==> src/sv/prq_pkg.sv <==
// shared types and constants of the packet ring queue
package prq_pkg;

  localparam int unsigned QUEUE_DEPTH      = 16;
  localparam int unsigned MAX_PACKET_BYTES = 1024;

  localparam int unsigned PTR_W    = $clog2(QUEUE_DEPTH);
  localparam int unsigned OCC_W    = PTR_W + 1;
  localparam int unsigned ADDR_W   = $clog2(QUEUE_DEPTH * MAX_PACKET_BYTES);
  localparam int unsigned STORED_W = $clog2(MAX_PACKET_BYTES + 1);
  localparam int unsigned LEN_W    = 16;
  localparam logic [LEN_W-1:0] LEN_SAT = '1;

  typedef enum logic [2:0] {
    CMD_PUSH  = 3'd0,
    CMD_PEEK  = 3'd1,
    CMD_FREE  = 3'd2,
    CMD_BUSY  = 3'd3,
    CMD_STATS = 3'd4
  } cmd_e;

  typedef struct packed {
    logic [2:0] cmd;
    logic [7:0] pkt_type;
    logic [7:0] data_byte;
    logic       byte_valid;
    logic       last_byte;
    logic [9:0] read_index;
  } in_item_t;

  typedef struct packed {
    logic        ok;
    logic        empty_res;
    logic [7:0]  head_type;
    logic [10:0] head_size;
    logic [7:0]  read_value;
    logic [31:0] total_count;
    logic [31:0] drop_count;
    logic [7:0]  max_depth;
    logic [31:0] byte_count;
    logic [31:0] busy_count;
    logic [7:0]  depth_now;
  } out_item_t;

  typedef struct packed {
    logic              we;
    logic [ADDR_W-1:0] waddr;
    logic [7:0]        wdata;
    logic              re;
    logic [ADDR_W-1:0] raddr;
  } mem_req_t;

  typedef struct packed {
    logic [OCC_W-1:0] depth;
    logic             empty;
  } status_t;

endpackage

==> src/sv/prq_core.sv <==
// ring pointers, packet assembly, slot descriptors and statistics counters
module prq_core (
  input  logic                clk_i,
  input  logic                rst_ni,
  input  logic                step_i,
  input  prq_pkg::in_item_t   item_i,
  output prq_pkg::out_item_t  res_o,
  output logic                rd_hit_o,
  output prq_pkg::mem_req_t   mem_req_o,
  output prq_pkg::status_t    status_o
);
  import prq_pkg::*;

  logic [PTR_W-1:0]    wp_q, wp_d, rp_q, rp_d;
  logic [LEN_W-1:0]    len_q, len_d;
  logic                drop_q, drop_d;
  logic [31:0]         acc_q, acc_d, dropped_q, dropped_d;
  logic [31:0]         bytes_q, bytes_d, busy_q, busy_d;
  logic [7:0]          peak_q, peak_d;

  logic [7:0]          types_q [QUEUE_DEPTH];
  logic [STORED_W-1:0] sizes_q [QUEUE_DEPTH];

  logic                type_we, size_we;
  logic [STORED_W-1:0] size_wdata;
  logic [OCC_W-1:0]    occ, depth_new;
  logic [PTR_W-1:0]    wp_inc, rp_inc;
  logic                empty_now, full_now;
  logic [LEN_W-1:0]    len_inc;

  always_comb begin
    if (wp_q >= rp_q) begin
      occ = OCC_W'(wp_q) - OCC_W'(rp_q);
    end else begin
      occ = OCC_W'(wp_q) + OCC_W'(QUEUE_DEPTH) - OCC_W'(rp_q);
    end
  end

  assign wp_inc    = (wp_q == PTR_W'(QUEUE_DEPTH - 1)) ? '0 : wp_q + 1'b1;
  assign rp_inc    = (rp_q == PTR_W'(QUEUE_DEPTH - 1)) ? '0 : rp_q + 1'b1;
  assign empty_now = (wp_q == rp_q);
  assign full_now  = (wp_inc == rp_q);
  assign depth_new = occ + 1'b1;

  always_comb begin
    wp_d       = wp_q;
    rp_d       = rp_q;
    len_d      = len_q;
    drop_d     = drop_q;
    acc_d      = acc_q;
    dropped_d  = dropped_q;
    bytes_d    = bytes_q;
    busy_d     = busy_q;
    peak_d     = peak_q;
    type_we    = 1'b0;
    size_we    = 1'b0;
    size_wdata = '0;
    len_inc    = len_q;
    res_o      = '0;
    rd_hit_o   = 1'b0;
    mem_req_o  = '0;

    unique case (cmd_e'(item_i.cmd))
      CMD_PUSH: begin
        if (!item_i.byte_valid && !item_i.last_byte) begin
          res_o.ok = !drop_q;
        end else begin
          // first item of a packet decides accept or drop
          if (len_q == '0 && !drop_q) begin
            if (full_now) begin
              drop_d    = 1'b1;
              dropped_d = dropped_q + 1'b1;
            end else begin
              type_we = 1'b1;
            end
          end
          res_o.ok = !drop_d;
          if (item_i.byte_valid) begin
            if (!drop_d && len_q < LEN_W'(MAX_PACKET_BYTES)) begin
              mem_req_o.we    = 1'b1;
              mem_req_o.waddr = ADDR_W'(wp_q) * ADDR_W'(MAX_PACKET_BYTES) + ADDR_W'(len_q);
              mem_req_o.wdata = item_i.data_byte;
            end
            if (len_q != LEN_SAT) begin
              len_inc = len_q + 1'b1;
            end
          end
          len_d = len_inc;
          if (item_i.last_byte) begin
            if (!drop_d) begin
              acc_d   = acc_q + 1'b1;
              bytes_d = bytes_q + 32'(len_inc);
              if (8'(depth_new) > peak_q) begin
                peak_d = 8'(depth_new);
              end
              size_we    = 1'b1;
              size_wdata = (len_inc > LEN_W'(MAX_PACKET_BYTES)) ?
                           STORED_W'(MAX_PACKET_BYTES) : STORED_W'(len_inc);
              wp_d       = wp_inc;
            end
            drop_d = 1'b0;
            len_d  = '0;
          end
        end
      end
      CMD_PEEK: begin
        if (!empty_now) begin
          res_o.ok        = 1'b1;
          res_o.head_type = types_q[rp_q];
          res_o.head_size = 11'(sizes_q[rp_q]);
          if (16'(item_i.read_index) < 16'(sizes_q[rp_q]) &&
              16'(item_i.read_index) < 16'(MAX_PACKET_BYTES)) begin
            rd_hit_o        = 1'b1;
            mem_req_o.re    = step_i;
            mem_req_o.raddr = ADDR_W'(rp_q) * ADDR_W'(MAX_PACKET_BYTES) +
                              ADDR_W'(item_i.read_index);
          end
        end
      end
      CMD_FREE: begin
        if (!empty_now) begin
          rp_d     = rp_inc;
          res_o.ok = 1'b1;
        end
      end
      CMD_BUSY: begin
        busy_d   = busy_q + 1'b1;
        res_o.ok = 1'b1;
      end
      CMD_STATS: begin
        res_o.ok          = 1'b1;
        res_o.total_count = acc_q;
        res_o.drop_count  = dropped_q;
        res_o.max_depth   = peak_q;
        res_o.byte_count  = bytes_q;
        res_o.busy_count  = busy_q;
        res_o.depth_now   = 8'(occ);
        acc_d     = '0;
        dropped_d = '0;
        peak_d    = '0;
        bytes_d   = '0;
        busy_d    = '0;
      end
      default: begin
        res_o.ok = 1'b0;
      end
    endcase

    res_o.empty_res = (wp_d == rp_d);
    // no side effects unless the item is really taken this cycle
    mem_req_o.we = mem_req_o.we & step_i;
  end

  always_ff @(posedge clk_i or negedge rst_ni) begin
    if (!rst_ni) begin
      wp_q      <= '0;
      rp_q      <= '0;
      len_q     <= '0;
      drop_q    <= 1'b0;
      acc_q     <= '0;
      dropped_q <= '0;
      bytes_q   <= '0;
      busy_q    <= '0;
      peak_q    <= '0;
    end else if (step_i) begin
      wp_q      <= wp_d;
      rp_q      <= rp_d;
      len_q     <= len_d;
      drop_q    <= drop_d;
      acc_q     <= acc_d;
      dropped_q <= dropped_d;
      bytes_q   <= bytes_d;
      busy_q    <= busy_d;
      peak_q    <= peak_d;
    end
  end

  always_ff @(posedge clk_i) begin
    if (step_i && type_we) begin
      types_q[wp_q] <= item_i.pkt_type;
    end
    if (step_i && size_we) begin
      sizes_q[wp_q] <= size_wdata;
    end
  end

  assign status_o.depth = occ;
  assign status_o.empty = empty_now;

endmodule

==> config.mk <==
export PLATFORM = sky130hd
export DESIGN_NAME = prq_core
export DESIGN_NICKNAME = d
export VERILOG_FILES = /design/src/sv/prq_pkg.sv /design/src/sv/prq_core.sv
export SDC_FILE = /design/constraint.sdc
export NUM_CORES = 1
export LEC_CHECK = 0
export ABC_AREA = 1
export BUFFER_PORTS_ARGS = -buffer_cell sky130_fd_sc_hd__buf_2
export CAP_MARGIN = 40
export CORE_UTILIZATION = 60
export DETAILED_ROUTE_END_ITERATION = 8
export PLACE_DENSITY = 0.81
export SLEW_MARGIN = 10
export SYNTH_ARGS = -nofsm -noshare
export SYNTH_HDL_FRONTEND = slang
export SYNTH_SLANG_ARGS = --single-unit
export TNS_END_PERCENT = 30
==> constraint.sdc <==
create_clock -name clk_i -period 9.1 [get_ports clk_i]
set_input_delay 0.91 -clock clk_i [delete_from_list [all_inputs] [get_ports clk_i]]
set_output_delay 0.91 -clock clk_i [all_outputs]
set_load 0.05 [all_outputs]
==> run metrics, run 1 <==
maximum buffer depth of the clock tree 3; vias 20.9k; Hold Vio Cnt, Final 0; vias in the first global route 20.0k; Cell Area, Synth 24300 sq um; # resized after CTS 0; pwr dens 249 nW/um^2; Die Y 203 um; largest net degree at the start of global routing 99; Period minus WS final between 5 and 6 ns; DR DRC count 0; worst hold path class primary input to async pin; Slew @ Worst Pin 0.924 ns; r2r setup slk 4.72 ns; Post-synth EDFFs 304; Warnings, synthesis 0; Hold Buf Count CTS 0; share of cells above drive strength 1 14.1%; CTS root buf clkbuf_16; achievable frequency 169 MHz; Area growth syn-to-layout 12.6%; Ports between 200 and 300; Setup violations, final 0; post-synthesis sequential area ratio 53.7%; Setup Total Neg Slack 0 ns; WP data required 8.19 ns; r2r startpoint rp_q[0]$_DFFE_PN0P_; grt ovf 0; routed length per instance ~19 um; Mapped Cells 2722; Worst setup SP type register; # clock sinks 462; Initial Util 61.0%; CP Class register to primary output; max-capacitance violation count 0; Yosys reg bits 462; FP Rows 73; Synth cell types 55; Post-Layout Cell Count approximately 3.5k; Leak ~11 nW; Syn Area/Cell 8.94 sq um; initial drt markers 2150; drt total wl roughly 67 mm; largest cells by area after synthesis edfxtp_1 (37%), dfrtp_1 (16%), nor2_1 (7.8%); GRT Total Usage 32.3%; RSZ-0062 raised after global routing no; TritonCTS clock tree built; largest fanout on the critical path 69; HPWL Detailed ~45 mm; post-CTS setup buffer count 0; clk_lat worst skew 0.59 ns; core area 39900 sq um; number of cells on the worst reg-to-reg path 19; Crit Reg-Reg Endpoint peak_q[2]$_DFFE_PN0P_; CTS Buf Count 48; async set-reset flop share out of synthesis 34.2%; worst hold margin 0.149 ns; Synth top area share 37.5%; Main synth FF type edfxtp_1; die width 203 um; Final Max Slew Viols 0; final worst slack 3.17 ns; full die area 41400 sq um; cell accounting for the most synthesized area edfxtp_1; post-route antenna net violation count 0; clock slew at reported path FFs 0.06 ns; slew margin rel. 37.9%; clock skew ~0.0074 ns; Tcrit/Tclk final 65.1%; first-pass GRT wire length 105 mm; Place WS 3.83 ns; initial antenna violation count 2; GPL Wtd Cong approximately 0.95; Max VDD drop 0.000139 V; drt pass-1 iters 7; cell total after placement roughly 3.4k; end of the critical path mem_req_o[14]; htree depth 2; critical path launch point rp_q[0]$_DFFE_PN0P_; outcome finished clean; IO buf count 237; fillers 3072; Via density 6.01; CP Capture Type primary output; Arr. time, crit path roughly 5 ns; nets@finish 3001
## per-layer routing
layer	track usage, %	routed length (um)
met1	43.5	27100
met2	52.9	31800
met4	11.8	2150
met5	0	10
met3	5.39	5820
## cells in the final DEF, fill, tap and decap left out, types with 59 or more instances in the layout
cell type,netlist,layout
buf_2,23,240
dfrtp_1,158,156
o21ai_0,257,257
nand2_1,356,355
edfxtp_1,304,304
nor2_1,503,503
o22ai_1,66,66
xor2_1,62,62
a21oi_1,59,59
nand3_1,120,120
inv_1,274,274
nor3_1,89,89
## sequential cells by signal (all words and copies together) (netlist names), 5 cells and up
name       cells
len_q         16
bytes_q       32
peak_q         5
sizes_q      176
dropped_q     32
types_q      128
busy_q        32
acc_q         32
## cells in the mapped netlist (27+ instances only)
| cell | instances |
|---|---|
| nand4_1 | 53 |
| o221ai_1 | 27 |
| o21ai_0 | 257 |
| nand2_1 | 356 |
| dfrtp_1 | 158 |
| o22ai_1 | 66 |
| edfxtp_1 | 304 |
| clkbuf_1 | 76 |
| xor2_1 | 62 |
| nor3_1 | 89 |
| nor2_1 | 503 |
| nand3_1 | 120 |
| ha_1 | 48 |
| a21oi_1 | 59 |
| o31ai_1 | 32 |
| inv_1 | 274 |
## critical path, stage by stage (launching register included)
cell	delay (ns)
dfrtp_4	0.82
inv_4	0.31
buf_4	0.38
buf_16	0.26
o21ai_0	0.21
o221ai_1	0.13
nand2_1	0.09
nor2_1	0.06
a221oi_1	0.45
ha_1	0.36
nand2_1	0.08
nor2_1	0.04
a211oi_1	0.17
nor2_1	0.08
nor2_1	0.12
nand4_2	0.31
nor2_1	0.22
buf_2	0.29
## how the worst min path moves through the flow
stage                                      to  cells after the start
floorplan                acc_q[9]$_DFFE_PN0P_                      1
global placement         acc_q[9]$_DFFE_PN0P_                      1
detailed placement       acc_q[9]$_DFFE_PN0P_                      1
CTS                 dropped_q[26]$_DFFE_PN0P_                      1
global route        dropped_q[26]$_DFFE_PN0P_                      1
finish              dropped_q[26]$_DFFE_PN0P_                      1
## per-stage QoR
step           instance area [sq um]  util, %  total power [W]
3_5_place_dp                   25800     64.8          0.00489
6_report                       27400     68.7          0.00684
5_1_grt                        27400     68.7          0.00719
3_3_place_gp                   25700     64.4          0.00478
2_1_floorplan                  24400        -          0.00426
4_1_cts                        27400     68.6          0.00681
## cells by family after synthesis
kind of cell,Yosys count,share of synthesized area [%]
xor+xnor,73,2.63
buf+inv,423,7.24
flops,462,53.7
other cells,1,0.0154
simple gates,1213,21.8
fa+ha+maj,51,2.71
compound gates,499,11.8
## final cells by class
cell class | count | area, sq um | area share (%)
timing repair buffer | 266 | 1510 | 5.50
tap | 525 | 657 | 2.40
sequential | 462 | 13100 | 47.7
multi-input combinational | 1850 | 9560 | 34.9
inverter | 288 | 1090 | 3.97
clock buffer | 60 | 1280 | 4.65
clock inverter | 26 | 243 | 0.885
antenna | 1 | 2.50 | 0.00913
## report_power, final
part	leakage (nW)	internal (W)	switching [W]	total [W]
clock	0.750	0.00111	0.000819	0.00192
combinational	5.41	0.000701	0.00166	0.00236
sequential	5.20	0.00237	0.000180	0.00255
Note: power is estimated with default switching activity, not from simulation.
==> inputs of run 2 (changes only) <==
Settings changed: CORE_UTILIZATION 60 to 54, PLACE_DENSITY 0.81 to 0.77.
Clock period 9.1 ns to 4.82 ns, I/O delays scaled along.
==> run 2 against run 1 <==
Worst hold slack gained 0.13 ns. Wire length barely moved. Utilization fell by 6.4 points. Register-to-register slack worse by 3.7 ns. Largest power group unchanged. Clock power up 92%. Sequential share of layout area fell by 0.32 points. Global-route usage down 3.4 points. Worst setup slack got worse by 2.8 ns. Count of clock-buffer cells in the layout down 3. Combinational power increased by 90%. Die area is 11% higher. Sequential cell count unchanged.
==> run metrics, run 2 (synthesized netlist as in run 1, its figures left out) <==
htree depth 2 (unchanged); Setup Total Neg Slack 0 ns (unchanged); most frequent CP cell nor2_1; outcome finished clean; Period minus WS final 4.45 ns; CP Depth 14 (-3); # clock sinks 462 (unchanged); critical path launch point rp_q[1]$_DFFE_PN0P_; core area 44300 sq um (+11%); vias 20.6k (-1.3%); HPWL Detailed 46.6 mm (+2.7%); Switching Fraction 39.0% (+0.11 points); slew margin rel. 39.6% (+1.7 points); share of cells above drive strength 1 14.6% (+0.42 points); first-pass GRT wire length 106 mm (+1.2%); final worst slack 0.373 ns (-2.80 ns); largest fanout on the critical path 45 (-35%); drt total wl 66.9 mm (about the same); nets@finish 3012 (+0.37%); clk_lat worst skew 0.60 ns (about the same); RSZ-0062 raised after global routing no; sequential share of power 36.9% (-0.4 points); crit-path max cell delay 0.52 ns (-0.30 ns); Clk network pwr share 28.4% (+0.3 points); initial drt markers 1977 (-8.0%); full die area 45900 sq um (+11%); largest net degree at the start of global routing 109 (+10%); commonest non-fill, non-tap cell in the layout nor2_1; TritonCTS clock tree built; Hold Vio Cnt, Final 0 (unchanged); Most flops, register sizes_q; r2r setup slk 1.06 ns (-3.66 ns); Tcrit/Tclk final 92.3%; CP Class register to primary output; Leak 11.4 nW (+0.41%); GRT Total Usage 28.9% (-3.4 points); IO buf count 237 (unchanged); number of cells on the worst reg-to-reg path 18 (-1); Slew @ Worst Pin 0.904 ns (-0.0200 ns); fillers 3717 (+21%); drt pass-1 iters 6 (-1); Worst setup SP type register; clock slew at reported path FFs 0.06 ns (about the same); Ports 252 (unchanged); Final Max Slew Viols 0 (unchanged); Via density 5.80 (-3.6%); DR DRC count 0 (unchanged); Slowest-stage cell, CP dfrtp_2; combinational power share 34.7% (+0.2 points); Setup violations, final 0 (unchanged); internal power 0.00790 W (+89%); FP Rows 77 (+5.5%); Arr. time, crit path 3.97 ns (-1.05 ns); CP delay by family, top buffers and inverters; CTS root buf clkbuf_16; CP bufs+invs 3 (-1); Crit Reg-Reg Endpoint peak_q[2]$_DFFE_PN0P_; Die Y 214 um (+5.4%); worst hold margin 0.280 ns (+0.131 ns); pwr dens 469 nW/um^2 (+88%); Layout Cell Area excl Fill 27600 sq um (+0.68%); Max VDD drop 0.000288 V (+110%); achievable frequency approximately 220 MHz; Largest register FFs 176 (unchanged); cell total after placement 3465 (+2.2%); max-capacitance violation count 0 (unchanged); die width 214 um (+5.4%); maximum buffer depth of the clock tree 3 (unchanged); CP Capture Type primary output; Area growth syn-to-layout 13.4%; Top Registers sizes_q: 176 flops, types_q: 128 flops; vias in the first global route 19.9k (-0.34%); grt ovf 0 (unchanged); commonest non-fill, non-tap cells in the layout nor2_1 (503), nand2_1 (355), edfxtp_1 (304); routed length per instance 18.8 um (-2.2%); Post-Layout Cell Count 3558 (+2.3%); area post-placement 26000 sq um (+0.61%); end of the critical path mem_req_o[14]; GPL Wtd Cong 0.964 (+1.4%); post-route antenna net violation count 0 (unchanged); clock skew 0.0114 ns (+0.00393 ns); r2r startpoint rp_q[0]$_DFFE_PN0P_; Place WS 0.730 ns (-3.10 ns); initial antenna violation count 5 (+3); WP data required 4.34 ns (-3.85 ns); Initial Util 54.9% (-6.1 points); worst hold path class primary input to register; CTS Buf Count 48 (unchanged); sw power 0.00505 W (+90%); critical-path cell list inv_2, buf_4, o21ai_0, o22ai_1, a221oi_2, ha_1, a21oi_1, nor2_1, a211oi_1, nor2_1, nor2_1, nand4_4, nor2_1, buf_2
run 2: cell count changes in the layout (fill, tap and decap cells not counted), sizes merged:
cell and delta:
dlygate4sd3 +1, inv +2, diode +3, buf +10, clkbuf -3
run 2: final cells by class:
cell class / instances / area, sq um / share of cell area (%)
clock inverter: 28 / 284 / 1.03
tap: 592 / 741 / 2.68
timing repair buffer: 277 / 1560 / 5.66
sequential: 462 / 13100 / 47.4
inverter: 288 / 1090 / 3.94
antenna: 4 / 10.0 / 0.0363
multi-input combinational: 1850 / 9580 / 34.7
clock buffer: 57 / 1250 / 4.55
run 2: power groups by stage:
stage | sequential, W | combinational [W] | clock [W]
after CTS | 0.00478 | 0.00442 | 0.00372
after global placement | 0.00484 | 0.00421 | 0
after global routing | 0.00481 | 0.00494 | 0.00387
after detailed placement | 0.00485 | 0.00439 | 0
after floorplan | 0.00475 | 0.00330 | 0
final | 0.00478 | 0.00449 | 0.00368
run 2: metrics by stage:
| stage | utilization [%] | power, W |
|---|---|---|
| CTS | 62.2 | 0.0129 |
| finish | 62.3 | 0.0130 |
| floorplan | - | 0.00804 |
| detailed placement | 58.7 | 0.00924 |
| global route | 62.3 | 0.0136 |
| global placement | 58.5 | 0.00905 |
run 2: layer usage:
layer | wire length, um | GRT usage (%) | vias up
met3 | 5750 | 5.77 | 124
met5 | 16 | 0 | -
met2 | 32300 | 48.8 | 941
li1 | - | - | 9704
met4 | 1670 | 8.60 | 2
met1 | 27200 | 37.7 | 9868
run 2: worst min path at each step:
stage                                     from                        end  slack (ns)  depth (start not counted)
after detailed placement                rst_ni  dropped_q[31]$_DFFE_PN0P_        0.34                          1
after global placement    acc_q[9]$_DFFE_PN0P_       acc_q[9]$_DFFE_PN0P_        0.45                          1
after floorplan                         rst_ni       acc_q[0]$_DFFE_PN0P_        0.19                          0
after CTS                               step_i        rp_q[2]$_DFFE_PN0P_        0.26                          2
after global routing                    step_i    bytes_q[12]$_DFFE_PN0P_        0.27                          3
final                                   step_i        rp_q[2]$_DFFE_PN0P_        0.28                          2
run 2: worst reg2reg max path: cells and delay by family (launching register included):
kind                       cells  cell delay, ns
AOI/OAI and AO/OA              3            0.47
and+or+nand+nor                7            0.91
buffers and inverters          4            0.58
adders and majority gates      3            0.91
DFF                            1            0.54
xor gates and xnor gates       1            0.27
run 2: what timing repair did:
item | 4_1_cts | 5_1_grt
endpoints found under the hold margin | 15 | 0
hold buffers | 1 | 0
endpoints found under the setup margin | 0 | 16
setup buffers | 0 | 1
resized for setup | 0 | 4
